===== config.mk =====
export PLATFORM = sky130hd
export DESIGN_NAME = fdmd_queue
export DESIGN_NICKNAME = d
export VERILOG_FILES = /design/src/rtl/core/fdmd_pkg.sv /design/src/rtl/core/fdmd_queue.sv
export SDC_FILE = /design/constraint.sdc
export NUM_CORES = 1
export LEC_CHECK = 0
export BUFFER_PORTS_ARGS = -buffer_cell sky130_fd_sc_hd__buf_2
export CAP_MARGIN = 25
export CORE_MARGIN = 2
export CORE_UTILIZATION = 45
export DETAILED_ROUTE_END_ITERATION = 7
export PLACE_DENSITY_LB_ADDON = 0.2
export SETUP_SLACK_MARGIN = 0.1
export SLEW_MARGIN = 10
export SYNTH_ARGS = -nofsm -noshare
export SYNTH_HDL_FRONTEND = slang
export SYNTH_SLANG_ARGS = --single-unit
export TNS_END_PERCENT = 10

===== constraint.sdc =====
create_clock -name clk -period 2.44 [get_ports clk]
set_input_delay 0.244 -clock clk [delete_from_list [all_inputs] [get_ports clk]]
set_output_delay 0.244 -clock clk [all_outputs]
set_load 0.05 [all_outputs]

===== src/rtl/core/fdmd_pkg.sv =====
package fdmd_pkg;

    // frame geometry
    localparam int FRAME_PIXELS = 1048576;
    localparam int IDX_W        = $clog2(FRAME_PIXELS + 1);
    localparam int ADDR_W       = $clog2(FRAME_PIXELS);

    // pixel and count widths
    localparam int COLOR_W = 8;
    localparam int GRAY_W  = 8;
    localparam int COUNT_W = 21;

    // gray conversion: (1868*b + 9617*g + 4899*r + 8192) >> 14
    localparam int PROD_W     = 22;
    localparam int GRAY_SHIFT = 14;
    localparam logic [PROD_W-1:0] COEF_BLUE  = PROD_W'(1868);
    localparam logic [PROD_W-1:0] COEF_GREEN = PROD_W'(9617);
    localparam logic [PROD_W-1:0] COEF_RED   = PROD_W'(4899);
    localparam logic [PROD_W-1:0] GRAY_ROUND = PROD_W'(8192);

    // queue between front and back, depth must be a power of two
    localparam int Q_DEPTH = 4;
    localparam int Q_PTR_W = $clog2(Q_DEPTH);
    localparam int Q_CNT_W = $clog2(Q_DEPTH + 1);

    // configuration port
    localparam int CFG_IDX_W  = 2;
    localparam int CFG_DATA_W = 21;
    localparam logic [CFG_IDX_W-1:0] CFG_DIFF_THRESHOLD   = 2'd0;
    localparam logic [CFG_IDX_W-1:0] CFG_MOTION_THRESHOLD = 2'd1;
    localparam logic [CFG_IDX_W-1:0] CFG_DETECTION_ENABLE = 2'd2;

    localparam logic [GRAY_W-1:0]  DIFF_THRESHOLD_RST   = GRAY_W'(127);
    localparam logic [COUNT_W-1:0] MOTION_THRESHOLD_RST = COUNT_W'(1500);
    localparam logic               DETECTION_ENABLE_RST = 1'b1;

    // what the back part does with a pixel
    typedef enum logic [1:0] {
        OP_NONE,
        OP_STORE,
        OP_COMPARE
    } op_t;

    // one pixel word travelling from front to back
    typedef struct packed {
        op_t               op;
        logic [ADDR_W-1:0] addr;
        logic [GRAY_W-1:0] gray;
        logic              report;
    } item_t;

    // configuration seen by the back part
    typedef struct packed {
        logic [GRAY_W-1:0]  diff_threshold;
        logic [COUNT_W-1:0] motion_pixel_threshold;
        logic               detection_enable;
    } cfg_t;

endpackage


===== src/rtl/core/fdmd_queue.sv =====
module fdmd_queue (
    input  logic                          clk,
    input  logic                          rst_n,
    input  logic                          push,
    input  fdmd_pkg::item_t               push_item,
    input  logic                          pop,
    output logic                          head_valid,
    output fdmd_pkg::item_t               head_item,
    output logic [fdmd_pkg::Q_CNT_W-1:0]  level
);

    fdmd_pkg::item_t                slot_reg [fdmd_pkg::Q_DEPTH];
    logic [fdmd_pkg::Q_PTR_W-1:0]   wr_ptr_reg;
    logic [fdmd_pkg::Q_PTR_W-1:0]   rd_ptr_reg;
    logic [fdmd_pkg::Q_CNT_W-1:0]   level_reg;
    logic                           do_pop;

    assign head_valid = level_reg != '0;
    assign head_item  = slot_reg[rd_ptr_reg];
    assign level      = level_reg;
    assign do_pop     = pop && head_valid;

    // pointers and fill level
    always_ff @(posedge clk or negedge rst_n)
    begin
        if (!rst_n)
        begin
            wr_ptr_reg <= '0;
            rd_ptr_reg <= '0;
            level_reg  <= '0;
        end
        else
        begin
            if (push)
            begin
                wr_ptr_reg <= wr_ptr_reg + fdmd_pkg::Q_PTR_W'(1);
            end
            if (do_pop)
            begin
                rd_ptr_reg <= rd_ptr_reg + fdmd_pkg::Q_PTR_W'(1);
            end
            if (push && !do_pop)
            begin
                level_reg <= level_reg + fdmd_pkg::Q_CNT_W'(1);
            end
            else if (!push && do_pop)
            begin
                level_reg <= level_reg - fdmd_pkg::Q_CNT_W'(1);
            end
        end
    end

    // storage
    always_ff @(posedge clk)
    begin
        if (push)
        begin
            slot_reg[wr_ptr_reg] <= push_item;
        end
    end

endmodule


==> results of run 1 <==
-- report_power, final --
part	internal, mW	switching, mW
logic	1.07	2.22
registers	2.96	0.137
clock network	1.65	0.892
total	5.67	3.25
-- final cells by class --
cell class | count | area [sq um]
Timing Repair Buffer | 111 | 806
Multi-Input combinational cell | 54 | 918
Fill cell | 832 | 4330
Clock buffer | 17 | 414
Tap cell | 140 | 175
Sequential cell | 131 | 3900
Clock inverter | 15 | 190
Inverter | 3 | 11.3
-- repair_timing --
action                                 4_1_cts  5_1_grt
setup endpoints to repair                   24        0
endpoints found under the hold margin      132        0
hold buffers                                33        0
buffers inserted                             1        0
-- placed cells by master (no fill, tap or decap) --
master / synthesis / final
inv_1: 3 / 3
nand2_1: 2 / 2
and2_2: 0 / 4
xnor2_1: 3 / 3
dfrtp_2: 0 / 2
mux4_1: 3 / 3
bufinv_16: 0 / 4
buf_2: 3 / 69
clkbuf_16: 0 / 16
clkinvlp_4: 0 / 3
clkinv_2: 0 / 2
xor2_1: 3 / 3
dlygate4sd3_1: 0 / 33
o21ai_0: 1 / 1
edfxtp_1: 124 / 124
nor2_1: 1 / 1
buf_12: 3 / 5
clkinv_1: 0 / 3
ha_1: 5 / 5
clkbuf_8: 0 / 1
mux2_2: 1 / 1
fa_1: 1 / 1
clkinv_4: 0 / 3
buf_4: 0 / 4
mux4_2: 28 / 28
nand3_1: 1 / 1
or3_4: 0 / 1
dfrtp_1: 7 / 5
-- worst max path at each step --
stage | start | endpoint | slack [ns] | cells past startpoint
2_1_floorplan | level[1] | level[2] | 0.12 | 8
3_3_place_gp | level[0] | level[2] | 0.41 | 8
3_5_place_dp | level[0] | level[2] | 0.38 | 8
4_1_cts | rd_ptr_reg[0] | head_item[22] | 0.16 | 3
5_1_grt | rd_ptr_reg[0] | head_item[22] | 0.12 | 3
6_report | rd_ptr_reg[0] | head_item[22] | 0.21 | 3
-- per-layer routing --
layer / vias to the layer above / track usage
met5: - / 0
met4: 0 / 0.0604
met3: 9 / 0.0579
met2: 60 / 0.257
met1: 1182 / 0.191
li1: 1069 / -
-- cells by family (layout without fill, tap and decap cells) --
| logic type | after synthesis | after routing | share of synthesized area |
|---|---|---|---|
| buffers and inverters | 10 | 146 | 0.0199 |
| AOI/OAI and AO/OA | 1 | 1 | 0.00102 |
| adders and majority gates | 6 | 6 | 0.0168 |
| DFF | 131 | 131 | 0.795 |
| and+or+nand+nor | 9 | 9 | 0.00969 |
| xor gates and xnor gates | 6 | 6 | 0.0107 |
| muxes | 32 | 32 | 0.147 |
-- worst max-delay path, stage by stage, from the launching register on --
cell and delay (ns):
dfrtp_2 0.42, buf_12 0.23, mux4_1 0.59, buf_2 0.23
==> reports/qor.csv, run 1 <==
stage;metric;value;unit
global_route;grt_pass1_wl;13.1;mm
logic_synthesis;synth_top_cell_by_area;edfxtp_1;
sta;finalHoldViolations;0;
logic_synthesis;synth_edf_count;124;
placed_design;placed_cell_area;5470;sq um
layout;final_cells;471;
min_path;whs_path_depth;3;
worst_setup_path;critPathLaunchType;flip-flop;
worst_setup_path;timing.rr.start;level[0];
routing;post_drt_wl_per_cell;18.0;um
logic_synthesis;synth_ff_type;edfxtp_1;
die;die_h;108;um
logic_synthesis;synthArstFlopShare;0.0534;
logic_synthesis;synth_top_cells_by_area;edfxtp_1 (76%), mux4_2 (13%), dfrtp_1 (3.6%);
routing;m1WireLength;3.61;mm
routing;route.met2.wl;4.36;mm
global_route;grt_max_degree;22;
sta;rsz0062_at_grt;no;
sta;setup_viol;0;
worst_setup_path;required;2.20;ns
layout;fin_util;0.597;
min_path;whs_endpoint;rd_ptr_reg[0];
die;die_w;108;um
layout;drive_above_1_share;0.432;
worst_setup_path;r2r_end;level[2];
die;rows;38;
placed_design;io_buffers;69;
die;io_pins;70;
global_route;grt_remaining_overflow;0;
layout;areaGrowthSynthToFinish;30.8;%
routing;route.vias.total;2320;
logic_synthesis;yosys.cell_count.top_type;edfxtp_1;
clock_tree;clockRootBuffer;clkbuf_8;
layout;final_area;6420;sq um
worst_setup_path;arrival;1.99;ns
sta;fmaxAchievable;448;MHz
routing;wl;8.47;mm
placed_design;place_congestion;0.764;
logic_synthesis;syn-instance-count;195;
routing;firstDrtPassIters;4;
clock_tree;path_clk_slew;0.06;ns
routing;final_antenna_net_count;0;
global_route;grt_usage;0.157;
logic_synthesis;yosysTopAreaCellShare;0.759;
logic_synthesis;synth_nets;236;
die;core_area;10700;sq um
sta;tns;0;ns
clock_tree;htreeDepth;4;
worst_setup_path;critPathCaptureType;output pin;
sta;worst_pin_slew;0.522;ns
layout;diodes;0;
power;p_per_area;1390;nW/um^2
logic_synthesis;synth-seq-cells;131;
worst_setup_path;path_max_fanout;21;
logic_synthesis;ys_seq_area_frac;0.795;
logic_synthesis;synth_warnings;0;
global_route;grt_pass1_vias;2510;
routing;drt_iter0_drc;86;
power;power_leakage;2.30;nW
placed_design;hpwl;4.93;mm
sta;layout_setup_ws;0.207;ns
worst_setup_path;r2r_slack;0.38;ns
logic_synthesis;ys_top_cells_by_count;edfxtp_1 (124), mux4_2 (28), dfrtp_1 (7);
placed_design;dp_cells;405;
sta;whs;0.0323;ns
logic_synthesis;synth_cell_type_count;19;
clock_tree;clockBufferDepth;2;
worst_setup_path;r2r_cells;8;
die;start_util;0.456;
layout;largest_reg_flops;124;
clock_tree;cts_sinks;131;
die;dieArea;11800;sq um
job;maxCapViolCount;0;
routing;remaining_drc_errors;0;
routing;drt-vias-per-instance;4.93;
sta;skew;0.00694;ns
sta;fin_crit;2.23;ns
min_path;hp-start;pop;
clock_tree;post_cts_resized;0;
clock_tree;clkLatencyLatePin;0.51;ns
logic_synthesis;synth_area_per_cell;25.2;sq um
power;irDropWorstVdd;0.744;mV
min_path;min_path_type;in -> reg;
worst_setup_path;crit_type;reg -> out;
layout;nets;359;
clock_tree;cts-buffers-inserted;17;
routing;topRoutingLayerUsed;met4;
logic_synthesis;syn_area;4900;sq um
sta;finalCritPeriodShare;0.915;
sta;slew-limit-headroom;0.652;
global_route;antenna_found_initial;0;
clock_tree;cts_tree;done;
placed_design;place_ws;0.380;ns
power;power.total;8.93;mW
routing;wl_met3;401;um
outcome;outcome;finished, final reports clean;
sta;slew_viol_final;0;
(Power assumes the default switching activity.)
==> run 2, diff against run 1 <==
--- a/config.mk
+++ b/config.mk
@@ -11,6 +11,7 @@
 export CORE_UTILIZATION = 45
 export DETAILED_ROUTE_END_ITERATION = 7
 export PLACE_DENSITY_LB_ADDON = 0.2
+export RECOVER_POWER = 100
 export SETUP_SLACK_MARGIN = 0.1
 export SLEW_MARGIN = 10
 export SYNTH_ARGS = -nofsm -noshare
==> reports/qor.csv, run 2 (synthesized netlist as in run 1, its figures left out) <==
stage;metric;value;unit;change
outcome;outcome;finished, final reports clean;;unchanged
sta;skew;0.00739;ns;was 0.00694 ns
routing;route.vias.total;2309;;was 2,320
sta;fmaxAchievable;442;MHz;was 448 MHz
global_route;grt_max_degree;22;;unchanged
worst_setup_path;path_max_fanout;21;;unchanged
placed_design;placed_cell_area;5470;sq um;unchanged
sta;worst_pin_slew;0.980;ns;was 0.522 ns
sta;slew-limit-headroom;0.347;;was 0.652
die;dieArea;11800;sq um;unchanged
worst_setup_path;crit_buf_inv;2;;unchanged
sta;tns;0;ns;unchanged
job;maxCapViolCount;0;;unchanged
routing;remaining_drc_errors;0;;unchanged
sta;setup_viol;0;;unchanged
power;pwr-share-seq;0.348;;was 0.347
global_route;antenna_found_initial;0;;unchanged
clock_tree;clkLatencyLatePin;0.51;ns;about the same
routing;final_antenna_net_count;0;;unchanged
routing;wl;8.41;mm;was 8.47 mm
layout;final_area;6360;sq um;was 6420 sq um
placed_design;io_buffers;69;;unchanged
routing;topRoutingLayerUsed;met4;;unchanged
power;p_per_area;1400;nW/um^2;was 1390 nW/um^2
worst_setup_path;required;2.20;ns;about the same
power;p_clk_frac;0.285;;was 0.284
worst_setup_path;r2r_end;level[2];;unchanged
power;power_leakage;2.20;nW;was 2.30 nW
layout;areaGrowthSynthToFinish;29.6;%;was 30.8%
global_route;grt_remaining_overflow;0;;unchanged
global_route;grt_pass1_vias;2510;;unchanged
power;irDropWorstVdd;0.742;mV;was 0.744 mV
layout;nets;359;;unchanged
clock_tree;htreeDepth;4;;unchanged
worst_setup_path;crit_family;multiplexers;;unchanged
sta;fin_crit;2.26;ns;was 2.23 ns
placed_design;hpwl;4.93;mm;unchanged
global_route;grt_pass1_wl;13.1;mm;unchanged
die;start_util;0.456;;unchanged
routing;drt-vias-per-instance;4.90;;was 4.93
layout;largest_reg_flops;124;;unchanged
global_route;grt_usage;0.157;;unchanged
routing;firstDrtPassIters;4;;unchanged
worst_setup_path;worstPathCellList;buf_12, mux4_1, clkbuf_2;;was buf_12, mux4_1, buf_2
clock_tree;cts-buffers-inserted;17;;unchanged
sta;finalCritPeriodShare;0.927;;was 0.915
clock_tree;cts_tree;done;;unchanged
die;rows;38;;unchanged
layout;final_cell_mix;edfxtp_1 (124), clkbuf_1 (37), dlygate4sd3_1 (33);;was edfxtp_1 (124), buf_2 (69), dlygate4sd3_1 (33)
worst_setup_path;crit_slowest_cell;mux4_1;;unchanged
worst_setup_path;critPathLaunchType;flip-flop;;unchanged
routing;route.met2.wl;4.42;mm;was 4.36 mm
die;io_pins;70;;unchanged
clock_tree;clockBufferDepth;2;;unchanged
die;core_area;10700;sq um;unchanged
placed_design;place_ws;0.380;ns;unchanged
power;netSwitchingPower;3.26;mW;was 3.25 mW
sta;layout_setup_ws;0.178;ns;was 0.207 ns
sta;slew_viol_final;0;;unchanged
worst_setup_path;crit_type;reg -> out;;unchanged
sta;finalHoldViolations;0;;unchanged
worst_setup_path;crit_cells;3;;unchanged
min_path;min_path_type;in -> reg;;unchanged
routing;post_drt_wl_per_cell;17.9;um;was 18.0 um
sta;rsz0062_at_grt;no;;unchanged
worst_setup_path;r2r_slack;0.35;ns;was 0.38 ns
power;p_int;5.64;mW;was 5.67 mW
worst_setup_path;arrival;2.02;ns;was 1.99 ns
power;power.total;8.90;mW;was 8.93 mW
die;die_h;108;um;unchanged
layout;final_common_cell;edfxtp_1;;unchanged
worst_setup_path;timing.rr.start;level[0];;unchanged
clock_tree;clockRootBuffer;clkbuf_8;;unchanged
clock_tree;post_cts_resized;0;;unchanged
clock_tree;path_clk_slew;0.06;ns;about the same
placed_design;place_congestion;0.764;;unchanged
power;p_comb_frac;0.367;;was 0.369
die;die_w;108;um;unchanged
layout;drive_above_1_share;0.302;;was 0.432
power;switching_share;0.366;;was 0.364
worst_setup_path;r2r_cells;8;;unchanged
worst_setup_path;crit_end;head_item[22];;unchanged
worst_setup_path;critPathCaptureType;output pin;;unchanged
worst_setup_path;worst_path_largest_cell_delay;0.60;ns;was 0.59 ns
layout;fin_util;0.592;;was 0.597
worst_setup_path;cp-startpoint;rd_ptr_reg[0];;unchanged
routing;drt_iter0_drc;88;;was 86
layout;diodes;0;;unchanged
clock_tree;cts_sinks;131;;unchanged
routing;wl_met3;363;um;was 401 um
routing;m1WireLength;3.53;mm;was 3.61 mm
[run 2: changes by cell type in the layout (fill, tap and decap cells not counted), moves of 2 or more]
cell      before  now
and2_1         0    2
clkbuf_2       0   29
and2_2         4    0
and2_0         0    2
clkbuf_1       0   37
buf_2         69    3
[run 2: repair_timing]
item                                    CTS  global route
hold buffers                             33             0
hold endpoints to repair                132             0
endpoints found under the setup margin   24             0
buffers inserted                          1             0
[run 2: final cells by class]
class	instances	area, sq um
timing repair buffer	111	759
sequential	131	3900
fill	855	4390
inverter	3	11.3
clock buffer	17	414
tap	140	175
multi-input combinational	54	908
clock inverter	15	190
[run 2: layer usage]
metal | vias up | global-route usage
met5 | - | 0
met4 | 0 | 0.0604
li1 | 1069 | -
met3 | 9 | 0.0579
met1 | 1176 | 0.191
met2 | 55 | 0.257
[run 2: how the worst min path moves through the flow]
stage,startpoint,to,slack [ns],cells past startpoint
2_1_floorplan,rst_n,level[0],-0.05,0
3_3_place_gp,rst_n,level[1],0.08,1
3_5_place_dp,rst_n,level[1],0.08,1
4_1_cts,pop,rd_ptr_reg[0],0.005,3
5_1_grt,pop,rd_ptr_reg[1],0.03,3
6_report,pop,rd_ptr_reg[0],0.03,3
[run 2: worst min-delay path: stages]
cell and delay, ns:
buf_2 0.10, nand2_1 0.09, xnor2_1 0.07
[run 2: stage by stage]
stage / std cells / hold slack (ns)
6_report: 471 / 0.0322
5_1_grt: 471 / 0.0329
4_1_cts: 471 / 0.00480
3_5_place_dp: 405 / 0.0840
3_3_place_gp: 405 / 0.0843
2_1_floorplan: 195 / -0.0516
[run 2: power by group through the flow]
stage / Combinational, mW / Clock [mW] / Sequential [mW]
finish: 3.27 / 2.53 / 3.10
global route: 3.46 / 2.69 / 3.13
CTS: 3.36 / 2.60 / 3.10
detailed placement: 3.27 / 0 / 3.16
global placement: 3.26 / 0 / 3.14
floorplan: 2.52 / 0 / 3.20
