===== src/rtl/core/fdmd_pkg.sv =====
package fdmd_pkg;

    // frame geometry
    localparam int FRAME_PIXELS = 1048576;
    localparam int IDX_W        = $clog2(FRAME_PIXELS + 1);
    localparam int ADDR_W       = $clog2(FRAME_PIXELS);

    // pixel and count widths
    localparam int COLOR_W = 8;
    localparam int GRAY_W  = 8;
    localparam int COUNT_W = 21;

    // gray conversion: (1868*b + 9617*g + 4899*r + 8192) >> 14
    localparam int PROD_W     = 22;
    localparam int GRAY_SHIFT = 14;
    localparam logic [PROD_W-1:0] COEF_BLUE  = PROD_W'(1868);
    localparam logic [PROD_W-1:0] COEF_GREEN = PROD_W'(9617);
    localparam logic [PROD_W-1:0] COEF_RED   = PROD_W'(4899);
    localparam logic [PROD_W-1:0] GRAY_ROUND = PROD_W'(8192);

    // queue between front and back, depth must be a power of two
    localparam int Q_DEPTH = 4;
    localparam int Q_PTR_W = $clog2(Q_DEPTH);
    localparam int Q_CNT_W = $clog2(Q_DEPTH + 1);

    // configuration port
    localparam int CFG_IDX_W  = 2;
    localparam int CFG_DATA_W = 21;
    localparam logic [CFG_IDX_W-1:0] CFG_DIFF_THRESHOLD   = 2'd0;
    localparam logic [CFG_IDX_W-1:0] CFG_MOTION_THRESHOLD = 2'd1;
    localparam logic [CFG_IDX_W-1:0] CFG_DETECTION_ENABLE = 2'd2;

    localparam logic [GRAY_W-1:0]  DIFF_THRESHOLD_RST   = GRAY_W'(127);
    localparam logic [COUNT_W-1:0] MOTION_THRESHOLD_RST = COUNT_W'(1500);
    localparam logic               DETECTION_ENABLE_RST = 1'b1;

    // what the back part does with a pixel
    typedef enum logic [1:0] {
        OP_NONE,
        OP_STORE,
        OP_COMPARE
    } op_t;

    // one pixel word travelling from front to back
    typedef struct packed {
        op_t               op;
        logic [ADDR_W-1:0] addr;
        logic [GRAY_W-1:0] gray;
        logic              report;
    } item_t;

    // configuration seen by the back part
    typedef struct packed {
        logic [GRAY_W-1:0]  diff_threshold;
        logic [COUNT_W-1:0] motion_pixel_threshold;
        logic               detection_enable;
    } cfg_t;

endpackage


===== src/rtl/core/fdmd_front.sv =====
module fdmd_front (
    input  logic                          clk,
    input  logic                          rst_n,
    input  logic                          in_valid,
    output logic                          in_stall,
    input  logic [fdmd_pkg::COLOR_W-1:0]  red,
    input  logic [fdmd_pkg::COLOR_W-1:0]  green,
    input  logic [fdmd_pkg::COLOR_W-1:0]  blue,
    input  logic                          end_of_frame,
    input  logic [fdmd_pkg::Q_CNT_W-1:0]  q_level,
    output logic                          push,
    output fdmd_pkg::item_t               push_item
);

    logic                           accept;
    logic                           s1_valid_reg;
    logic [fdmd_pkg::PROD_W-1:0]    prod_b_reg;
    logic [fdmd_pkg::PROD_W-1:0]    prod_g_reg;
    logic [fdmd_pkg::PROD_W-1:0]    prod_r_reg;
    fdmd_pkg::op_t                  s1_op_reg;
    logic [fdmd_pkg::ADDR_W-1:0]    s1_addr_reg;
    logic                           s1_report_reg;
    fdmd_pkg::op_t                  op_next;
    logic                           report_next;

    logic                           ref_valid_reg;
    logic [fdmd_pkg::IDX_W-1:0]     ref_len_reg;
    logic [fdmd_pkg::IDX_W-1:0]     idx_reg;
    logic [fdmd_pkg::IDX_W-1:0]     idx_inc;
    logic                           idx_in_frame;
    logic [fdmd_pkg::Q_CNT_W:0]     q_demand;
    logic [fdmd_pkg::PROD_W-1:0]    gray_sum;

    // room check: the word in stage 1 and this one must both fit in the queue
    assign q_demand = {1'b0, q_level} + (fdmd_pkg::Q_CNT_W + 1)'(s1_valid_reg);
    assign in_stall = q_demand >= (fdmd_pkg::Q_CNT_W + 1)'(fdmd_pkg::Q_DEPTH);
    assign accept   = in_valid && !in_stall;

    // position tracking, saturating at the frame size
    assign idx_in_frame = idx_reg < fdmd_pkg::IDX_W'(fdmd_pkg::FRAME_PIXELS);
    assign idx_inc      = idx_in_frame ? idx_reg + fdmd_pkg::IDX_W'(1) : idx_reg;

    // classify the pixel
    always_comb
    begin
        op_next     = fdmd_pkg::OP_NONE;
        report_next = 1'b0;
        if (!ref_valid_reg)
        begin
            if (idx_in_frame)
            begin
                op_next = fdmd_pkg::OP_STORE;
            end
        end
        else
        begin
            if (idx_in_frame && (idx_reg < ref_len_reg))
            begin
                op_next = fdmd_pkg::OP_COMPARE;
            end
            report_next = end_of_frame;
        end
    end

    // frame state
    always_ff @(posedge clk or negedge rst_n)
    begin
        if (!rst_n)
        begin
            ref_valid_reg <= 1'b0;
            ref_len_reg   <= '0;
            idx_reg       <= '0;
            s1_valid_reg  <= 1'b0;
        end
        else
        begin
            s1_valid_reg <= accept;
            if (accept)
            begin
                if (end_of_frame)
                begin
                    idx_reg <= '0;
                    if (!ref_valid_reg)
                    begin
                        ref_valid_reg <= 1'b1;
                        ref_len_reg   <= idx_inc;
                    end
                end
                else
                begin
                    idx_reg <= idx_inc;
                end
            end
        end
    end

    // stage 1: color products and classification
    always_ff @(posedge clk)
    begin
        if (accept)
        begin
            prod_b_reg    <= fdmd_pkg::PROD_W'(blue)  * fdmd_pkg::COEF_BLUE;
            prod_g_reg    <= fdmd_pkg::PROD_W'(green) * fdmd_pkg::COEF_GREEN;
            prod_r_reg    <= fdmd_pkg::PROD_W'(red)   * fdmd_pkg::COEF_RED;
            s1_op_reg     <= op_next;
            s1_addr_reg   <= idx_reg[fdmd_pkg::ADDR_W-1:0];
            s1_report_reg <= report_next;
        end
    end

    // stage 2: sum, round and push into the queue
    assign gray_sum = prod_b_reg + prod_g_reg + prod_r_reg + fdmd_pkg::GRAY_ROUND;

    assign push             = s1_valid_reg;
    assign push_item.op     = s1_op_reg;
    assign push_item.addr   = s1_addr_reg;
    assign push_item.gray   =
        gray_sum[fdmd_pkg::GRAY_SHIFT + fdmd_pkg::GRAY_W - 1:fdmd_pkg::GRAY_SHIFT];
    assign push_item.report = s1_report_reg;

endmodule


===== config.mk =====
export PLATFORM = sky130hd
export DESIGN_NAME = fdmd_front
export DESIGN_NICKNAME = d
export VERILOG_FILES = /design/src/rtl/core/fdmd_pkg.sv /design/src/rtl/core/fdmd_front.sv
export SDC_FILE = /design/constraint.sdc
export NUM_CORES = 1
export LEC_CHECK = 0
export ABC_AREA = 0
export BUFFER_PORTS_ARGS = -buffer_cell sky130_fd_sc_hd__buf_2
export CORE_UTILIZATION = 60
export DETAILED_ROUTE_END_ITERATION = 8
export HOLD_SLACK_MARGIN = 0.06
export PLACE_DENSITY = 0.85
export SKIP_LAST_GASP = 1
export SLEW_MARGIN = 25
export SYNTH_ARGS = -nofsm -noshare
export SYNTH_HDL_FRONTEND = slang
export SYNTH_SLANG_ARGS = --single-unit

===== constraint.sdc =====
create_clock -name clk -period 6.8 [get_ports clk]
set_input_delay 1.36 -clock clk [delete_from_list [all_inputs] [get_ports clk]]
set_output_delay 1.36 -clock clk [all_outputs]
set_load 0.01 [all_outputs]

==> results of run 1 <==
through the flow:
step / hold WS, ns / cells
after floorplan: 0.445 / 974
after global placement: 0.460 / 1246
after detailed placement: 0.473 / 1246
after CTS: 0.486 / 1278
after global routing: 0.503 / 1278
final: 0.482 / 1278
metal layers:
metal,vias up,routed length [µm],global-route usage [%]
met2,228,11000,44.9
met5,-,0,0
met3,74,1050,4.71
met1,3618,8750,29.3
met4,0,947,14.1
li1,3556,-,-
worst max-delay path, delay by kind of cell (launching register included):
family                   cells  cell delay, ns
AO/OA/AOI/OAI                6            1.36
adder cells (fa/ha/maj)      3            1.17
flip-flops                   1            0.32
buffers and inverters        3            0.28
XOR/XNOR                     1            0.17
power groups by stage:
stage | registers [mW] | clock network, mW | logic, mW
final | 1.03 | 0.894 | 2.00
after global routing | 1.04 | 0.931 | 2.23
after CTS | 1.03 | 0.899 | 2.00
after detailed placement | 1.05 | 0 | 1.95
after global placement | 1.04 | 0 | 1.88
after floorplan | 1.03 | 0 | 1.41
area by class of cell:
type,count,share of cell area [%]
timing repair buffer,65,2.82
tap,225,2.39
clock inverter,13,1.19
inverter,132,4.21
sequential,127,30.5
clock buffer,19,3.75
multi-input combinational,697,55.2
layout by cell type, fill, tap and decap left out, types with 6 or more instances in the layout:
cell        synthesis  routed
o21ai_0            58      58
a21oi_1            44      44
and3_1             10      10
o21a_1              7       7
clkbuf_16           0      17
dfrtp_1            44      44
nand3_1            11      11
o21bai_1            6       6
fa_1               61      61
nor3_1              6       6
buf_2               2      62
edfxtp_1           83      83
nand2b_1            8       8
nand2_1            64      64
nor2b_1             7       7
xor2_1             24      24
nand4_1            11      11
o21ai_1             6       6
nor2_1             29      29
xnor2_1            44      44
o31ai_1            12      12
a31oi_1             9       9
clkinvlp_4          0       7
inv_1             132     131
ha_1              206     206
a21o_1             21      21
cells by family (layout without fill, tap and decap cells):
logic type	after synthesis	in the layout	share of synthesized area, %
adder cells (fa/ha/maj)	267	267	35.6
AO/OA/AOI/OAI	192	192	11.7
AND/OR/NAND/NOR	169	169	7.99
buffers and inverters	150	229	5.40
flip-flops	127	127	33.6
XOR/XNOR	68	68	5.58
multiplexers	1	1	0.0937
path summary, 6_finish.rpt:
path | endpoint | cells past startpoint | slack, ns
min in group asynchronous | ref_len_reg[8] | 1 | 0.93
min | ref_len_reg[14] | 2 | 0.48
min reg2reg | ref_len_reg[14] | 2 | 0.48
max reg2reg | idx_reg[1] | 6 | 3.86
max in group asynchronous | idx_reg[18] | 1 | 5.46
max | push_item[7] | 13 | 1.72
cell usage after synthesis (3+ instances only):
library cell / number / area share (%)
and4_1: 3 / 0.25
a211oi_1: 4 / 0.28
xnor2_1: 44 / 3.6
a21oi_1: 44 / 2.1
o21a_1: 7 / 0.49
ha_1: 206 / 24
nand4_1: 11 / 0.64
fa_1: 61 / 11
clkbuf_1: 13 / 0.46
edfxtp_1: 83 / 23
o31ai_1: 12 / 0.84
or3_1: 5 / 0.29
xor2_1: 24 / 2.0
and3_1: 10 / 0.59
a31oi_1: 9 / 0.53
inv_1: 132 / 4.6
nor2b_1: 7 / 0.41
nand3_1: 11 / 0.52
o21ai_1: 6 / 0.28
o21bai_1: 6 / 0.42
nand2_1: 64 / 2.2
nor3_1: 6 / 0.28
nor2_1: 29 / 1.0
nand2b_1: 8 / 0.47
buf_4: 3 / 0.21
o21ai_0: 58 / 2.7
dfrtp_1: 44 / 10
a21o_1: 21 / 1.5
==> flow_summary.ini, run 1 <==
[pwr]
p_per_area_nw_per_um2 = 332
power.total_mw = 3.92
ir_worst_vdd_mv = 0.350
power_frac_clock_pct = 22.8
switching_share_pct = 39.1
p_leak_nw = 5.71
p_seq_share_pct = 26.3
p_int_mw = 2.39
p_comb_share_pct = 50.9
switchingPower_mw = 1.54

[clock_tree]
cts-buffers-inserted = 17
post_cts_resized = 0
root_buffer = clkbuf_16
cts_sinks = 127
clk_latency_ns = 0.43
cts_htree_levels = 4
cts_setup_buffers = 0
hold_buffers = 0
clk_pin_slew_ns = 0.05
cts_tree = done
clockBufferDepth = 2

[die]
die_w_um = 135
initial_core_util_pct = 61.5
die_area_um2 = 18300
ioPinCount = 64
die-height_um = 135
row_count = 48
coreArea_um2 = 17400

[route]
wire_per_inst_um = 17.0
drt_pass1_iterations = 6
totalWireLength_um = 21800
drtIter0Drc = 466
vias_per_cell = 5.85
route.detailed.drc = 0
vias = 7476
drtAntennaViolNets = 0

[layout]
multi_input_area_um2 = 6510
largest_register_ffs = 22
fin_util_pct = 68.0
areaGrowthSynthToFinish_pct = 10.5
final_area_um2 = 11800
drive_gt1_share_pct = 11.2
regArea_um2 = 3590
finalNetCount = 1338
diodes = 0
nFillCells = 1214

[setup_path]
timing.critical_path.mode_cell = a21oi_1
crit_path_end_kind = output port
arrival_ns = 3.72
slowest_stage = fa_1
crit_chain = inv_1 -> fa_1 -> inv_1 -> ha_1 -> ha_1 -> a21oi_1 -> o21ai_0 -> a41o_1 -> a21oi_1 -> o211ai_1 -> a21oi_1 -> xnor2_1 -> buf_2
crit_path_start_kind = flop
crit_required_ns = 5.44
reg2reg_from = push
crit_start = prod_b_reg[4]
worstPathMaxFanout = 3
worst-setup-path-type = reg2out
max_stage_delay_ns = 0.54

[timing]
finalCriticalPeriod_ns = 5.08
setup_viol = 0
hold_viol_final = 0
fin_ws_ns = 1.72
worstMarginPinSlew_ns = 0.870
relSlewSlack_pct = 41.9
period_share_pct = 74.8
final_max_slew_viol_count = 0
fmax_ghz = 0.197
tns_ns = 0
clock_skew_ns = 0.00758
rsz0062_at_grt = false

[synth]
yosysWarnings = 0
netlist_area_um2 = 10700
synth-edff-count = 83
yosys_register_bits = 127
synthCells = 974
ys.flop_type = edfxtp_1
ys_async_sr_fraction_pct = 34.6
synth_fp_nets = 1272
avgSynthCellArea_um2 = 11.0
synth_seq_area_share_pct = 33.6
ys_types = 62

[global_route]
grt.total_usage_pct = 25.5
grt_pass1_vias = 7761
antenna_found_initial = 0
grt_pass1_wl_um = 35800
grt_start_max_net_pins = 52
grt.overflow.total = 0

[hold_path]
worstHoldStart = ref_len_reg[14]
hold_path_class = reg2reg

[place]
hpwlAfterDp_um = 16800
placement.setup.worst_slack_ns = 1.59
placed_cell_area_um2 = 11200
port_buffers = 63
place.gp.congestion = 0.845

[job]
cap_violations = 0

[outcome]
status = finished clean
Power figures use the tool's default switching activity.
==> inputs of run 2 (changes only) <==
--- a/config.mk
+++ b/config.mk
@@ -5,7 +5,7 @@
 export SDC_FILE = /design/constraint.sdc
 export NUM_CORES = 1
 export LEC_CHECK = 0
-export ABC_AREA = 0
+export ABC_AREA = 1
 export BUFFER_PORTS_ARGS = -buffer_cell sky130_fd_sc_hd__buf_2
 export CORE_UTILIZATION = 60
 export DETAILED_ROUTE_END_ITERATION = 8
==> constraint.sdc (replaced) <==
create_clock -name clk -period 5.1 [get_ports clk]
set_input_delay 1.02 -clock clk [delete_from_list [all_inputs] [get_ports clk]]
set_output_delay 1.02 -clock clk [all_outputs]
set_load 0.01 [all_outputs]
==> run 2 against run 1 <==
  * Clock skew is essentially flat
  * Register-to-register slack lost 1.6 ns
  * Largest cell class unchanged
  * Clock power grew 30%
  * Die area grew 7.1%
==> flow_summary.ini, run 2 <==
[pwr]
switching_share_pct = 44.4
p_comb_share_pct = 55.1
p_int_mw = 3.14
power_frac_clock_pct = 20.5
ir_worst_vdd_mv = 0.274
power.total_mw = 5.64
p_seq_share_pct = 24.3
p_leak_nw = 6.41
p_per_area_nw_per_um2 = 448
switchingPower_mw = 2.50

[layout]
finalNetCount = 1636
final_common_cell = nand2_1
diodes = 0
fin_cells = 1585
layout_common_cells = nand2_1, ha_1, inv_1, edfxtp_1, nand3_1
areaGrowthSynthToFinish_pct = 9.91
largest_register_ffs = 22
drive_gt1_share_pct = 8.81

[job]
cap_violations = 0

[synth]
synth_top_family_by_area = adder cells
synth_top_cell_by_area = ha_1
post-synth-top-count-cell = nand2_1
netlist_area_um2 = 11500
synthSimpleGateAreaFrac_pct = 17.0
synth_seq_area_share_pct = 31.4
synth_fp_nets = 1562
synthMuxAreaShare_pct = 0
synth-xor-area-share_pct = 3.75
yosys_register_bits = 127
ys.flop_type = edfxtp_1
synthTopCellsByArea = ha_1, edfxtp_1, fa_1, dfrtp_1, nand2_1
synth_compound_area_share_pct = 7.93
ys_types = 40
ys_async_sr_fraction_pct = 34.6
synthTopCellsByCount = nand2_1, ha_1, inv_1
yosys.area.top_type_share_pct = 22.5
synth-edff-count = 83
yosysWarnings = 0
synthCells = 1264
avgSynthCellArea_um2 = 9.06
synth_fa_ha_area_share_pct = 33.2

[route]
drtIter0Drc = 642
drtAntennaViolNets = 0
wire_per_inst_um = 16.0
drt_pass1_iterations = 6
vias = 8954
totalWireLength_um = 25400
vias_per_cell = 5.65
route.detailed.drc = 0

[setup_path]
slowest_stage = fa_1
arrival_ns = 3.18
worst-path-stages = 13
cp_top_family = adder cells
crit_chain = fa_1 -> fa_1 -> ha_1 -> nand2_1 -> nor2_1 -> nand2_1 -> nor2_2 -> o21ai_1 -> and2_1 -> nand3_1 -> nand2_1 -> nand2_1 -> buf_2
critPathBufInv = 1
crit_path_start_kind = flop
crit_path_end_kind = output port
worstPathMaxFanout = 5
crit_required_ns = 4.08
max_stage_delay_ns = 0.47
worst-setup-path-type = reg2out
rr_worst_depth = 8
timing.critical_path.mode_cell = nand2_1

[clock_tree]
cts_htree_levels = 4
root_buffer = clkbuf_16
cts_setup_buffers = 0
clockBufferDepth = 2
hold_buffers = 0
clk_latency_ns = 0.43
cts_tree = done
clk_pin_slew_ns = 0.06
cts-buffers-inserted = 17
cts_sinks = 127
post_cts_resized = 0

[timing]
clock_skew_ns = 0.00787
setup_viol = 0
final_max_slew_viol_count = 0
rsz0062_at_grt = false
tns_ns = 0
finalCriticalPeriod_ns = 4.20
fmax_ghz = 0.238
relSlewSlack_pct = 44.5
period_share_pct = 82.4
worstMarginPinSlew_ns = 0.832
hold_viol_final = 0

[die]
die_area_um2 = 19600
ioPinCount = 64
die_w_um = 140
row_count = 50
initial_core_util_pct = 61.2
coreArea_um2 = 18700
die-height_um = 140

[place]
place.gp.congestion = 0.956
hpwlAfterDp_um = 20400
port_buffers = 63
dp.cells = 1553

[global_route]
grt.total_usage_pct = 27.5
grt_pass1_wl_um = 42700
grt_pass1_vias = 8881
grt.overflow.total = 0
antenna_found_initial = 0
grt_start_max_net_pins = 67

[hold_path]
hold_path_class = reg2reg
holdPathStages = 2

[outcome]
status = finished clean
-- run 2: cell count changes after synthesis, sizes merged, moves of 15 or more --
cell / delta
nand3: +61
a21oi: +21
nand2: +198
nor2: +50
xnor2: -34
inv: +63
xor2: +15
-- run 2: power groups by stage --
stage / sequential [mW] / combinational [mW] / clock, mW
floorplan: 1.36 / 2.23 / 0
global placement: 1.39 / 2.99 / 0
detailed placement: 1.39 / 3.05 / 0
CTS: 1.37 / 3.08 / 1.16
global route: 1.38 / 3.52 / 1.20
finish: 1.37 / 3.11 / 1.16
-- run 2: area by class of cell --
| class | instances | area (µm²) |
|---|---|---|
| clock buffer | 17 | 425 |
| clock inverter | 15 | 138 |
| fill | 1418 | 6120 |
| inverter | 195 | 736 |
| multi-input combinational | 933 | 7080 |
| sequential | 127 | 3590 |
| tap | 234 | 293 |
| timing repair buffer | 64 | 325 |
-- run 2: path summary, 6_finish.rpt --
check	endpoint	slack, ns	from
worst max-delay path	push_item[8]	0.90	prod_b_reg[12]
worst min-delay path	ref_len_reg[18]	0.49	ref_len_reg[18]
worst max register to register	ref_len_reg[7]	2.25	push
worst min register to register	ref_len_reg[18]	0.49	ref_len_reg[18]
max in group asynchronous	ref_len_reg[12]	4.12	rst_n
min in group asynchronous	push	0.59	rst_n
-- run 2: cells by family after synthesis --
logic type,Yosys count
AOI/OAI and AO/OA,161
xor gates and xnor gates,49
adders and majority gates,267
buffers and inverters,204
DFF,127
and+or+nand+nor,456
-- run 2: worst min-delay path: stages, from the launching register on --
cell and delay, ns:
dfrtp_1 0.34, nand2_1 0.06, nand2_1 0.06
-- run 2: stage by stage --
stage                     setup slack, ns  instance area (µm²)  util [%]  hold WS [ns]
after global placement              0.728                12000      64.3         0.464
final                               0.898                12600      67.3         0.487
after CTS                           0.881                12600      67.3         0.490
after global routing                0.758                12600      67.3         0.524
after detailed placement            0.643                12000      64.3         0.475
after floorplan                     0.872                11500         -         0.449
-- run 2: metal layers --
| layer | part of all wire, % | wire length, µm | global-route usage, % |
|---|---|---|---|
| met1 | 45 | 11400 | 37.0 |
| met2 | 48 | 12200 | 47.2 |
| met3 | 5.9 | 1500 | 3.76 |
| met4 | 1.1 | 283 | 6.13 |
| met5 | 0 | 0 | 0 |
==> inputs of run 3 (changes only) <==
==> constraint.sdc (replaced) <==
create_clock -name clk -period 3.9 [get_ports clk]
set_input_delay 0.78 -clock clk [delete_from_list [all_inputs] [get_ports clk]]
set_output_delay 0.78 -clock clk [all_outputs]
set_load 0.01 [all_outputs]
==> run 3 against run 2 <==
  * Global-route usage is 0.46 points higher
  * Core utilization grew 3.1 points
  * First-iteration DRC count decreased by 2.8%
  * Critical path depth is 1 lower
  * Setup slack lost 0.82 ns
  * Clock-buffer cell count grew 4
  * Final area increased by 4.7%
  * Routed wire length up 4.0%
  * Largest power group unchanged
==> flow_summary.ini, run 3 (same netlist as run 2, synthesis figures left out) <==
[die]
row_count = 50
die_w_um = 140
initial_core_util_pct = 61.2
die-height_um = 140
die_area_um2 = 19600
ioPinCount = 64
coreArea_um2 = 18700

[hold_path]
hold_path_class = in2async

[route]
drtAntennaViolNets = 0
drtIter0Drc = 624
wire_per_inst_um = 16.2
vias_per_cell = 5.60
route.detailed.drc = 0
vias = 9146
totalWireLength_um = 26400
drt_pass1_iterations = 5

[place]
place.gp.congestion = 0.930
port_buffers = 63
hpwlAfterDp_um = 20800
dp.cells = 1599

[layout]
largest_register_ffs = 22
fin_cells = 1632
drive_gt1_share_pct = 13.7
finalNetCount = 1683
multi_input_area_um2 = 7270
areaGrowthSynthToFinish_pct = 15.0
regArea_um2 = 3590
layout_common_cells = nand2_1, ha_1, inv_1, edfxtp_1, nand3_1
final_common_cell = nand2_1
diodes = 0
nFillCells = 1327

[timing]
setup_viol = 0
rsz0062_at_grt = true
clock_skew_ns = 0.00929
tns_ns = 0
period_share_pct = 98.1
fmax_ghz = 0.261
worstMarginPinSlew_ns = 0.623
final_max_slew_viol_count = 0
relSlewSlack_pct = 58.3
hold_viol_final = 0
finalCriticalPeriod_ns = 3.83

[clock_tree]
cts_htree_levels = 4
hold_buffers = 0
clk_latency_ns = 0.43
root_buffer = clkbuf_16
cts-buffers-inserted = 17
cts_sinks = 127
clk_pin_slew_ns = 0.06
cts_tree = done
clockBufferDepth = 2

[setup_path]
worst-setup-path-type = reg2out
crit_path_end_kind = output port
crit_path_start_kind = flop
arrival_ns = 3.05
worstPathMaxFanout = 3
crit_required_ns = 3.12

[job]
cap_violations = 0

[outcome]
status = finished clean

[pwr]
p_leak_nw = 6.66
power.total_mw = 8.15
ir_worst_vdd_mv = 0.399
p_per_area_nw_per_um2 = 618

[global_route]
antenna_found_initial = 0
grt_start_max_net_pins = 97
grt.overflow.total = 0
grt_pass1_wl_um = 43300
grt.total_usage_pct = 27.9
grt_pass1_vias = 9192
-- run 3: cell count changes in the layout (fill, tap and decap cells not counted), sizes merged --
cell	previous run	this run
buf	64	111
clkbuf	17	21
clkinv	8	4
clkinvlp	3	1
bufinv	1	2
inv	198	199
-- run 3: timing repair --
| item | in CTS | in global routing |
|---|---|---|
| setup buffers | 0 | 1 |
| endpoints found under the hold margin | 0 | 0 |
| gates resized for setup | 7 | 25 |
| pin swaps | 0 | 13 |
| endpoints found under the setup margin | 2 | 8 |
-- run 3: cell type report --
type | count | share of cell area, %
Inverter | 195 | 5.58
Clock buffer | 21 | 3.50
Tap cell | 234 | 2.22
Clock inverter | 11 | 0.978
Sequential cell | 127 | 27.3
Timing Repair Buffer | 111 | 5.24
Multi-Input combinational cell | 933 | 55.2
-- run 3: layer usage --
| metal | up-vias | global-route usage (%) | wire, µm |
|---|---|---|---|
| li1 | 4472 | - | - |
| met3 | 57 | 4.38 | 1360 |
| met4 | 0 | 10.6 | 627 |
| met2 | 291 | 47.7 | 12900 |
| met5 | - | 0 | 0 |
| met1 | 4326 | 35.9 | 11500 |
-- run 3: worst max-delay path, stage by stage (launching register included) --
cell	delay (ns)
edfxtp_1	0.44
fa_2	0.39
fa_1	0.50
ha_4	0.31
nand2_1	0.09
inv_2	0.08
nand2_1	0.10
nor2_2	0.13
nand4_1	0.20
nand3_1	0.13
nand2_1	0.06
nand2_1	0.07
buf_2	0.13
-- run 3: path summary, 6_finish.rpt --
path	from	end	slack, ns	cells past startpoint
worst max-delay path	prod_b_reg[12]	push_item[7]	0.07	12
worst min-delay path	rst_n	idx_reg[2]	0.34	1
worst max register to register	push	ref_len_reg[7]	1.55	8
worst min register to register	ref_len_reg[19]	ref_len_reg[19]	0.49	2
max in group asynchronous	rst_n	ref_len_reg[15]	3.15	1
min in group clk	ref_len_reg[19]	ref_len_reg[19]	0.49	2
-- run 3: stage by stage --
| step | util [%] | hold WS (ns) | worst slack, ns | cell area (µm²) |
|---|---|---|---|---|
| after floorplan | - | 0.449 | 0.0590 | 11500 |
| after global placement | 66.2 | 0.465 | -0.120 | 12400 |
| after detailed placement | 66.2 | 0.471 | -0.207 | 12400 |
| after CTS | 69.6 | 0.487 | 0.00968 | 13000 |
| after global routing | 70.4 | 0.387 | -0.0501 | 13200 |
| final | 70.4 | 0.343 | 0.0748 | 13200 |
-- run 3: where the power goes --
part	internal [mW]	total, mW	switching [mW]
logic	1.99	4.75	2.76
clock network	0.985	1.60	0.614
registers	1.69	1.80	0.106
total	4.67	8.15	3.48
